File: config.mk
export PLATFORM = sky130hd
export DESIGN_NAME = midi_note_arpeggiator
export DESIGN_NICKNAME = d
export VERILOG_FILES = /design/src/mna_pkg.sv /design/src/midi_note_arpeggiator.sv /design/src/mna_keymem.sv /design/src/mna_modulo.sv
export SDC_FILE = /design/constraint.sdc
export NUM_CORES = 1
export LEC_CHECK = 0
export ABC_AREA = 1
export BUFFER_PORTS_ARGS = -buffer_cell sky130_fd_sc_hd__buf_2
export CELL_PAD_IN_SITES_DETAIL_PLACEMENT = 0
export CELL_PAD_IN_SITES_GLOBAL_PLACEMENT = 2
export CORE_MARGIN = 10
export CORE_UTILIZATION = 43
export DETAILED_ROUTE_END_ITERATION = 12
export GPL_TIMING_DRIVEN = 0
export PLACE_DENSITY_LB_ADDON = 0.1
export SLEW_MARGIN = 25
export SYNTH_ARGS = -nofsm -noshare
export SYNTH_HDL_FRONTEND = slang
export SYNTH_SLANG_ARGS = --single-unit
File: constraint.sdc
create_clock -name clk -period 4.68 [get_ports clk]
set_input_delay 0 -clock clk [delete_from_list [all_inputs] [get_ports clk]]
set_output_delay 0 -clock clk [all_outputs]
set_load 0.02 [all_outputs]
File: src/mna_pkg.sv
// Package with the codes, constants and helper functions of the arpeggiator.
`default_nettype none
package mna_pkg;

	typedef enum logic [1:0] {
		OP_PRESS   = 2'd0,
		OP_RELEASE = 2'd1,
		OP_TICK    = 2'd2,
		OP_NONE    = 2'd3
	} op_t;

	typedef enum logic [1:0] {
		MODE_UP     = 2'd0,
		MODE_DOWN   = 2'd1,
		MODE_UPDOWN = 2'd2,
		MODE_RANDOM = 2'd3
	} mode_t;

	localparam logic [2:0] REG_ENABLE      = 3'd0;
	localparam logic [2:0] REG_STEP_PERIOD = 3'd1;
	localparam logic [2:0] REG_ARP_MODE    = 3'd2;
	localparam logic [2:0] REG_OCTAVE_SPAN = 3'd3;
	localparam logic [2:0] REG_SINGLE_PASS = 3'd4;

	localparam int          LFSR_W       = 16;
	localparam logic [15:0] LFSR_SEED    = 16'hACE1;
	localparam logic [15:0] LFSR_MASK    = 16'hB400;
	localparam logic [6:0]  VEL_ON       = 7'd64;
	localparam logic [6:0]  VEL_OFF      = 7'd0;
	localparam logic [6:0]  KEY_MAX      = 7'd127;
	localparam int          OCTAVE_SEMITONES = 12;
	localparam logic [17:0] PERIOD_RESET = 18'd24000;

	function automatic logic [6:0] transpose(input logic [6:0] k, input logic [1:0] oct);
		logic [7:0] sum;
		sum = {1'b0, k} + 8'(oct) * 8'(OCTAVE_SEMITONES);
		return (sum > {1'b0, KEY_MAX}) ? KEY_MAX : sum[6:0];
	endfunction

	function automatic logic [15:0] lfsr_next(input logic [15:0] v);
		return (v >> 1) ^ (v[0] ? LFSR_MASK : 16'h0000);
	endfunction

endpackage
`default_nettype wire

File: src/midi_note_arpeggiator.sv
// Top level of the MIDI note arpeggiator.
// Input beats carry op and key: press, release or one sample tick. Result
// beats carry event_kind, out_key, velocity and last. Both channels use
// valid and ready; in_ready is high while the sequencer is idle, and it
// stays high while a finished result still waits in the output register.
// Held keys live in a synchronous memory that the sequencer reads,
// compares and writes back one entry at a time. After a press the
// sequencer searches (scan read, check) and shifts (shift read, write)
// before it places the key; after a release it searches and shifts.
// A tick that fires a step keeps it busy through the step states, with
// an extra state when the chosen note repeats and a wait on the remainder
// unit in random mode; other ticks leave the sequencer idle.
// A step yields up to two result beats, the note-off first. If the
// receiver stalls, the sequencer waits before loading the next result and
// takes no new input beat meanwhile. Reset clears the held count, the
// counters, the output valid flag and reloads the random seed; the memory
// itself is not cleared. Configuration writes are registered.
`default_nettype none
module midi_note_arpeggiator #(
	parameter int KEY_SLOTS = 16
) (
	input  wire logic        clk,
	input  wire logic        arst_n,
	input  wire logic        cfg_we,
	input  wire logic [2:0]  cfg_index,
	input  wire logic [17:0] cfg_data,
	input  wire logic        in_valid,
	output logic             in_ready,
	input  wire logic [1:0]  op,
	input  wire logic [6:0]  key,
	output logic             out_valid,
	input  wire logic        out_ready,
	output logic             event_kind,
	output logic [6:0]       out_key,
	output logic [6:0]       velocity,
	output logic             last
);
	import mna_pkg::*;

	localparam int CW = $clog2(KEY_SLOTS + 1);
	localparam int IW = $clog2(KEY_SLOTS);

	typedef enum logic [11:0] {
		S_IDLE     = 12'b000000000001,
		S_SCAN_RD  = 12'b000000000010,
		S_SCAN_CHK = 12'b000000000100,
		S_SHIFT_RD = 12'b000000001000,
		S_SHIFT_WR = 12'b000000010000,
		S_PLACE    = 12'b000000100000,
		S_STEP_OFF = 12'b000001000000,
		S_STEP_MOD = 12'b000010000000,
		S_STEP_RD  = 12'b000100000000,
		S_STEP_CHK = 12'b001000000000,
		S_STEP_ALT = 12'b010000000000,
		S_STEP_ON  = 12'b100000000000
	} state_t;

	state_t      state_q;
	logic        enable_q, single_q;
	logic [17:0] period_q, smp_q;
	logic [1:0]  mode_q, span_q, oct_q;
	logic [CW-1:0] count_q, j_q, pos_q;
	logic [IW-1:0] idx_q;
	logic        dir_q, rp_q, rm_q;
	logic [6:0]  played_q, sounding_q, k_q, key_q;
	logic [15:0] lfsr_q;

	logic        ov_q, okind_q, olast_q;
	logic [6:0]  okey_q, ovel_q;

	logic          mem_we;
	logic [IW-1:0] mem_waddr, mem_raddr;
	logic [6:0]    mem_wdata, mem_rdata;
	logic          mod_start, mod_done;
	logic [CW-1:0] mod_rem;

	logic [CW-1:0] top, idx_ext, j_dn, j_up;
	logic [IW-1:0] idx_move, sel, alt;
	logic          dir_move, out_free, in_fire, out_load;
	logic [1:0]    oct_range;
	logic [15:0]   lfsr_n;
	logic [6:0]    tkey;

	assign top      = count_q - 1'b1;
	assign idx_ext  = CW'(idx_q);
	assign j_dn     = j_q - 1'b1;
	assign j_up     = j_q + 1'b1;
	assign sel      = (idx_ext < top) ? idx_q : top[IW-1:0];
	assign alt      = (count_q == CW'(1)) ? '0 : IW'(1);
	assign out_free = !ov_q || out_ready;
	assign out_load = ((state_q == S_STEP_OFF) && rp_q && out_free) ||
		((state_q == S_STEP_ON) && out_free);
	assign in_ready = (state_q == S_IDLE);
	assign in_fire  = in_valid && in_ready;
	assign oct_range = (span_q != 2'd0) ? span_q - 2'd1 : 2'd0;
	assign lfsr_n   = lfsr_next(lfsr_q);
	assign tkey     = transpose(key_q, oct_q);
	assign mod_start = (state_q == S_STEP_OFF) && (!rp_q || out_free) &&
		(count_q != '0) && (mode_q == MODE_RANDOM);

	always_comb begin
		idx_move = idx_q;
		dir_move = dir_q;
		unique case (mode_q)
			MODE_UP:   idx_move = (idx_ext < top) ? idx_q + 1'b1 : '0;
			MODE_DOWN: idx_move = (idx_q != '0) ? idx_q - 1'b1 : top[IW-1:0];
			MODE_UPDOWN: begin
				if (dir_q) begin
					idx_move = (idx_q != IW'(KEY_SLOTS - 1)) ? idx_q + 1'b1 : idx_q;
				end else begin
					idx_move = (idx_q != '0) ? idx_q - 1'b1 : '0;
				end
				if (idx_move == '0 || CW'(idx_move) >= top) begin
					dir_move = !dir_q;
				end
			end
			MODE_RANDOM: idx_move = idx_q;
		endcase
	end

	always_comb begin
		mem_we    = 1'b0;
		mem_waddr = j_q[IW-1:0];
		mem_wdata = mem_rdata;
		mem_raddr = j_q[IW-1:0];
		unique case (state_q)
			S_SHIFT_RD: mem_raddr = rm_q ? j_up[IW-1:0] : j_dn[IW-1:0];
			S_SHIFT_WR: mem_we = 1'b1;
			S_PLACE: begin
				mem_we    = 1'b1;
				mem_waddr = pos_q[IW-1:0];
				mem_wdata = k_q;
			end
			S_STEP_RD:  mem_raddr = sel;
			S_STEP_CHK: mem_raddr = alt;
			default: mem_raddr = j_q[IW-1:0];
		endcase
	end

	mna_keymem #(.DEPTH(KEY_SLOTS), .AW(IW)) u_mem (
		.clk   (clk),
		.we    (mem_we),
		.waddr (mem_waddr),
		.wdata (mem_wdata),
		.raddr (mem_raddr),
		.rdata (mem_rdata)
	);

	mna_modulo #(.DSW(CW)) u_mod (
		.clk      (clk),
		.arst_n   (arst_n),
		.start    (mod_start),
		.dividend (lfsr_n),
		.divisor  (count_q),
		.done     (mod_done),
		.rem      (mod_rem)
	);

	always_ff @(posedge clk or negedge arst_n) begin
		if (!arst_n) begin
			state_q    <= S_IDLE;
			enable_q   <= 1'b0;
			period_q   <= PERIOD_RESET;
			mode_q     <= MODE_UP;
			span_q     <= 2'd1;
			single_q   <= 1'b0;
			count_q    <= '0;
			idx_q      <= '0;
			dir_q      <= 1'b1;
			oct_q      <= 2'd0;
			smp_q      <= '0;
			played_q   <= '0;
			sounding_q <= '0;
			rp_q       <= 1'b0;
			lfsr_q     <= LFSR_SEED;
			ov_q       <= 1'b0;
		end else begin
			if (out_load) begin
				ov_q <= 1'b1;
			end else if (out_ready) begin
				ov_q <= 1'b0;
			end
			if (cfg_we) begin
				unique case (cfg_index)
					REG_ENABLE:      enable_q <= cfg_data[0];
					REG_STEP_PERIOD: period_q <= cfg_data;
					REG_ARP_MODE: begin
						mode_q <= cfg_data[1:0];
						idx_q  <= '0;
					end
					REG_OCTAVE_SPAN: span_q   <= cfg_data[1:0];
					REG_SINGLE_PASS: single_q <= cfg_data[0];
					default: ;
				endcase
			end
			unique case (state_q)
				S_IDLE: begin
					if (in_fire && enable_q) begin
						j_q  <= '0;
						k_q  <= key;
						rm_q <= (op == OP_RELEASE);
						if (op == OP_PRESS || op == OP_RELEASE) begin
							state_q <= S_SCAN_RD;
						end else if (op == OP_TICK) begin
							smp_q <= (smp_q >= period_q) ? '0 : smp_q + 1'b1;
							if (smp_q == 18'd1) begin
								if (count_q != '0 && idx_ext == top) begin
									oct_q <= (oct_q < oct_range) ? oct_q + 2'd1 : 2'd0;
								end
								state_q <= S_STEP_OFF;
							end
						end
					end
				end
				S_SCAN_RD: begin
					if (j_q == count_q) begin
						pos_q   <= count_q;
						if (rm_q || count_q == CW'(KEY_SLOTS)) begin
							state_q <= S_IDLE;
						end else begin
							state_q <= S_SHIFT_RD;
						end
					end else begin
						state_q <= S_SCAN_CHK;
					end
				end
				S_SCAN_CHK: begin
					if (rm_q ? (mem_rdata == k_q) : (mem_rdata >= k_q)) begin
						pos_q <= j_q;
						if (mem_rdata == k_q && !rm_q) begin
							state_q <= S_IDLE;
						end else if (!rm_q && count_q == CW'(KEY_SLOTS)) begin
							state_q <= S_IDLE;
						end else begin
							j_q     <= rm_q ? j_q : count_q;
							state_q <= S_SHIFT_RD;
						end
					end else begin
						j_q     <= j_up;
						state_q <= S_SCAN_RD;
					end
				end
				S_SHIFT_RD: begin
					if (rm_q) begin
						if (j_up >= count_q) begin
							count_q <= top;
							state_q <= S_IDLE;
						end else begin
							state_q <= S_SHIFT_WR;
						end
					end else if (j_q == pos_q) begin
						state_q <= S_PLACE;
					end else begin
						state_q <= S_SHIFT_WR;
					end
				end
				S_SHIFT_WR: begin
					j_q     <= rm_q ? j_up : j_dn;
					state_q <= S_SHIFT_RD;
				end
				S_PLACE: begin
					count_q <= count_q + 1'b1;
					state_q <= S_IDLE;
				end
				S_STEP_OFF: begin
					if (!rp_q || out_free) begin
						if (rp_q) begin
							okind_q <= 1'b0;
							okey_q  <= sounding_q;
							ovel_q  <= VEL_OFF;
							olast_q <= (count_q == '0);
							rp_q    <= 1'b0;
						end
						if (count_q == '0) begin
							state_q <= S_IDLE;
						end else if (mode_q == MODE_RANDOM) begin
							lfsr_q  <= lfsr_n;
							state_q <= S_STEP_MOD;
						end else begin
							idx_q   <= idx_move;
							dir_q   <= dir_move;
							state_q <= S_STEP_RD;
						end
					end
				end
				S_STEP_MOD: begin
					if (mod_done) begin
						idx_q   <= mod_rem[IW-1:0];
						state_q <= S_STEP_RD;
					end
				end
				S_STEP_RD: state_q <= S_STEP_CHK;
				S_STEP_CHK: begin
					key_q   <= mem_rdata;
					state_q <= (mem_rdata == played_q) ? S_STEP_ALT : S_STEP_ON;
				end
				S_STEP_ALT: begin
					key_q   <= mem_rdata;
					state_q <= S_STEP_ON;
				end
				S_STEP_ON: begin
					if (out_free) begin
						okind_q    <= 1'b1;
						okey_q     <= tkey;
						ovel_q     <= VEL_ON;
						olast_q    <= 1'b1;
						played_q   <= key_q;
						sounding_q <= tkey;
						rp_q       <= 1'b1;
						if (single_q && idx_ext == top) begin
							count_q <= '0;
						end
						state_q <= S_IDLE;
					end
				end
				default: state_q <= S_IDLE;
			endcase
		end
	end

	assign out_valid  = ov_q;
	assign event_kind = okind_q;
	assign out_key    = okey_q;
	assign velocity   = ovel_q;
	assign last       = olast_q;
endmodule
`default_nettype wire

File: src/mna_keymem.sv
// Held-key memory with one write port and one registered read port.
`default_nettype none
module mna_keymem #(
	parameter int DEPTH = 16,
	parameter int AW    = 4
) (
	input  wire logic          clk,
	input  wire logic          we,
	input  wire logic [AW-1:0] waddr,
	input  wire logic [6:0]    wdata,
	input  wire logic [AW-1:0] raddr,
	output logic      [6:0]    rdata
);
	logic [6:0] mem [DEPTH];

	always_ff @(posedge clk) begin
		if (we) begin
			mem[waddr] <= wdata;
		end
		rdata <= mem[raddr];
	end
endmodule
`default_nettype wire

File: src/mna_modulo.sv
// Restoring remainder unit, one dividend bit per cycle while busy.
`default_nettype none
module mna_modulo #(
	parameter int DSW = 5
) (
	input  wire logic           clk,
	input  wire logic           arst_n,
	input  wire logic           start,
	input  wire logic [15:0]    dividend,
	input  wire logic [DSW-1:0] divisor,
	output logic                done,
	output logic      [DSW-1:0] rem
);
	import mna_pkg::*;

	localparam int NW = $clog2(LFSR_W + 1);

	logic [NW-1:0]  cnt_q;
	logic           busy_q;
	logic           done_q;
	logic [15:0]    dvd_q;
	logic [DSW-1:0] rem_q;
	logic [DSW:0]   trial;
	logic [DSW:0]   rem_n;

	assign trial = {rem_q, dvd_q[15]};
	assign rem_n = (trial >= {1'b0, divisor}) ? trial - {1'b0, divisor} : trial;

	always_ff @(posedge clk or negedge arst_n) begin
		if (!arst_n) begin
			busy_q <= 1'b0;
			done_q <= 1'b0;
			cnt_q  <= '0;
		end else begin
			done_q <= 1'b0;
			if (start) begin
				busy_q <= 1'b1;
				cnt_q  <= NW'(LFSR_W);
			end else if (busy_q) begin
				cnt_q <= cnt_q - 1'b1;
				if (cnt_q == NW'(1)) begin
					busy_q <= 1'b0;
					done_q <= 1'b1;
				end
			end
		end
	end

	always_ff @(posedge clk) begin
		if (start) begin
			dvd_q <= dividend;
			rem_q <= '0;
		end else if (busy_q) begin
			dvd_q <= dvd_q << 1;
			rem_q <= rem_n[DSW-1:0];
		end
	end

	assign done = done_q;
	assign rem  = rem_q;
endmodule
`default_nettype wire

==> reports/results.ini <==
[layout]
drive_gt1_share_pct = 11.6
diodes = 0
layout-area-overhead-vs-synth_pct = 16.3
finalNetCount = 1866
multiInputGateArea_mm2 = 0.00576
fill_cells = 3225
regArea_mm2 = 0.00775

[floorplanning]
num_io_pins = 53
core_area_mm2 = 0.0336
die_y_um = 205
initial_utilization_pct = 43.7
num_rows = 67
fp.dieArea_mm2 = 0.0420
die_w_um = 205

[worst_setup_path]
critPathMaxFanout = 10
crit_type = flop to flop
crit_path_end_kind = flop
crit_arrival_ns = 4.26
cp.required_ns = 5.19
cp-start-kind = flop

[timing]
max_slew.worst_pin.slew_ns = 0.905
rsz0062_at_grt = false
fmax_ghz = 0.267
drv_slew = 0
fin_ws_ns = 0.929
final-setup-viol-count = 0
period_share_pct = 80.2
finalCriticalPeriod_ns = 3.75
relSlewSlack_pct = 39.7
fin_skew_ns = 0.0236
hold_viol = 0
setup_tns_ns = 0

[flow_run]
max_cap_viol_count = 0

[power]
peakVddDrop_uv = 322
power.leakage_uw = 0.00769
power_density_mw_per_mm2 = 526
p_total_uw = 8980

[detailed_routing]
routedWlPerCell_um = 17.6
postRouteAntennaNets = 0
vias = 11300
dr.pass1.iters = 5
avgViaCountPerCell = 5.05
drt_iter0_markers = 784
drc = 0
wl_mm = 39.4

[yosys]
yosys_warnings = 0
synth_edf_count = 162
synth_ff_type = edfxtp_1
async_flop_share_pct = 37.6
synth_cells = 1632
synth_seq_cells = 279
synth_area_mm2 = 0.0147
syn_avg_cell_area_um2 = 9.00
ys_types = 54
seq_area_frac_synth_pct = 52.8

[cts]
clock-sinks = 279
cts_buffer_depth = 3
numCtsBuffers = 31
htreeDepth = 1
worstSkewPairLatency_ns = 0.57
cts_setup_buffers = 0
cts_root_buf = clkbuf_16
clk_transition_reported_paths_ns = 0.06
cts_tree = yes

[global_routing]
grt_overflow = 0
first_global_vias = 11300
antenna_found_initial = 1
grt_util_all_layers_pct = 18.9
grt_first_pass_wirelength_mm = 62.8
grt_max_degree = 56

[place]
port_buffers = 46
gp_congestion = 0.861
dp_hpwl_mm = 29.2
place_ws_ns = 0.930

[worst_hold_path]
min_path_type = input port to flop

[run_status]
status = finished clean

[report_power, final]
group | switching (µW) | leakage [µW] | internal [µW]
Clock | 980 | 0.000481 | 1390
Combinational | 2020 | 0.00438 | 1090
Sequential | 301 | 0.00283 | 3190
Total | 3300 | 0.00769 | 5680
[stage by stage]
step	cells	instance area [µm²]	utilization, %	hold slack, ns
finish	2240	17100	50.8	0.0158
global route	2240	17100	50.8	0.0298
CTS	2240	17100	50.8	0.000497
detailed placement	2140	15700	46.6	-0.00195
global placement	2131	15500	46.1	0.180
floorplan	1637	14700	-	-0.296
[cells in the mapped netlist, types with 4 or more instances]
cell type / instances / area, µm²
a211oi_1: 4 / 30.0
a21oi_1: 55 / 275
a31oi_1: 9 / 56.3
buf_2: 11 / 55.1
buf_4: 16 / 120
buf_6: 7 / 78.8
clkbuf_1: 17 / 63.8
clkinv_1: 5 / 18.8
dfrtp_1: 87 / 2180
dfstp_2: 18 / 473
dfxtp_1: 12 / 240
edfxtp_1: 162 / 4860
ha_1: 62 / 776
inv_1: 229 / 860
inv_2: 9 / 33.8
nand2_1: 337 / 1260
nand2_2: 11 / 68.8
nand3_1: 170 / 851
nand3_2: 4 / 40.0
nand4_1: 21 / 131
nor2_1: 116 / 435
nor2_2: 5 / 31.3
nor3_1: 23 / 115
nor3_2: 4 / 40.0
nor3b_1: 4 / 30.0
nor4_1: 12 / 75.1
o211ai_1: 9 / 67.6
o21ai_0: 111 / 556
o21ai_1: 5 / 25.0
o221ai_1: 4 / 35.0
o22ai_1: 11 / 68.8
o31ai_1: 8 / 60.1
or2_2: 4 / 25.0
xnor2_1: 12 / 105
xor2_1: 25 / 219
[placed cells by master (no fill, tap or decap), types with 6 or more instances in the layout]
| cell type | n |
|---|---|
| xor2_1 | 25 |
| o21ai_1 | 6 |
| inv_1 | 229 |
| buf_4 | 18 |
| o31ai_1 | 8 |
| dfrtp_1 | 87 |
| o211ai_1 | 9 |
| nand4_1 | 21 |
| nor3_1 | 22 |
| conb_1 | 6 |
| buf_2 | 56 |
| dlygate4sd3_1 | 41 |
| o21ai_0 | 104 |
| nand3_1 | 170 |
| clkbuf_16 | 31 |
| ha_1 | 62 |
| clkbuf_1 | 26 |
| dfstp_2 | 18 |
| clkinv_1 | 12 |
| inv_2 | 9 |
| a21oi_1 | 55 |
| nand2_1 | 337 |
| o22ai_1 | 11 |
| nor2_1 | 116 |
| dfxtp_1 | 12 |
| o21ai_2 | 7 |
| buf_6 | 14 |
| edfxtp_1 | 162 |
| nor4_1 | 10 |
| nand2_2 | 11 |
| a31oi_1 | 9 |
| xnor2_1 | 12 |
[per-layer routing]
layer	global-route usage (%)	vias to the layer above	routed length, µm
met5	0	-	7
met4	4.13	2	722
met3	1.99	52	1510
met2	32.1	198	19100
met1	25.4	5324	18000
li1	-	5732	-
[final timing paths]
kind,startpoint,end,slack (ns),cells after the start
min,cfg_index[0],period_q[6],0.02,4
max reg2reg,count_q[1],u_mem.rdata[6],0.93,18
min reg2reg,period_q[6],period_q[6],0.48,2
max,count_q[1],u_mem.rdata[6],0.93,18
min in group asynchronous,arst_n,span_q[0],0.09,2
max in group asynchronous,arst_n,state_q[0],4.21,3
[cells by family (layout without fill, tap and decap cells)]
family          after synthesis  after routing  share of synthesized area (%)
other cells                   1              6                         0.0255
flops                       279            279                           52.8
fa+ha+maj                    64             64                           5.55
simple gates                724            724                           22.1
buf+inv                     295            450                           8.48
compound gates              230            230                           8.76
xor+xnor                     37             37                           2.21
mux                           2              2                          0.136
[what timing repair did]
action	4_1_cts	5_1_grt
endpoints found under the hold margin	154	0
resized for setup	0	0
hold buffers	42	0
[sequential cells by signal, indices dropped and copies added, names as in the netlist, 7 cells and up]
| signal | flops |
|---|---|
| u_mem.mem | 112 |
| period_q | 18 |
| smp_q | 18 |
| lfsr_q | 16 |
| u_mod.dvd_q | 16 |
| state_q | 12 |
| k_q | 7 |
| key_q | 7 |
| out_key | 7 |
| played_q | 7 |
| sounding_q | 7 |
| u_mem.rdata | 7 |
[layout make-up]
type | count | area share [%]
Clock inverter | 17 | 0.930
Multi-Input combinational cell | 1063 | 33.7
Clock buffer | 41 | 4.82
Buffer | 52 | 1.95
Inverter | 243 | 5.34
Tap cell | 448 | 3.28
Sequential cell | 279 | 45.4
Timing Repair Buffer | 97 | 4.55
[critical path, stage by stage, from the launching register on]
cell	delay, ns
dfrtp_1	0.56
inv_1	0.25
ha_1	0.27
xnor2_1	0.43
ha_1	0.24
nand2_1	0.06
o211ai_1	0.16
nand2_1	0.08
nand2_2	0.10
nand2_4	0.09
nand2_1	0.08
nand3_1	0.12
nand3b_1	0.21
buf_4	0.23
buf_2	0.24
nand3_1	0.16
nand3_1	0.11
nand3_1	0.16
nand2_1	0.13
Note: power is estimated with default switching activity, not from simulation.
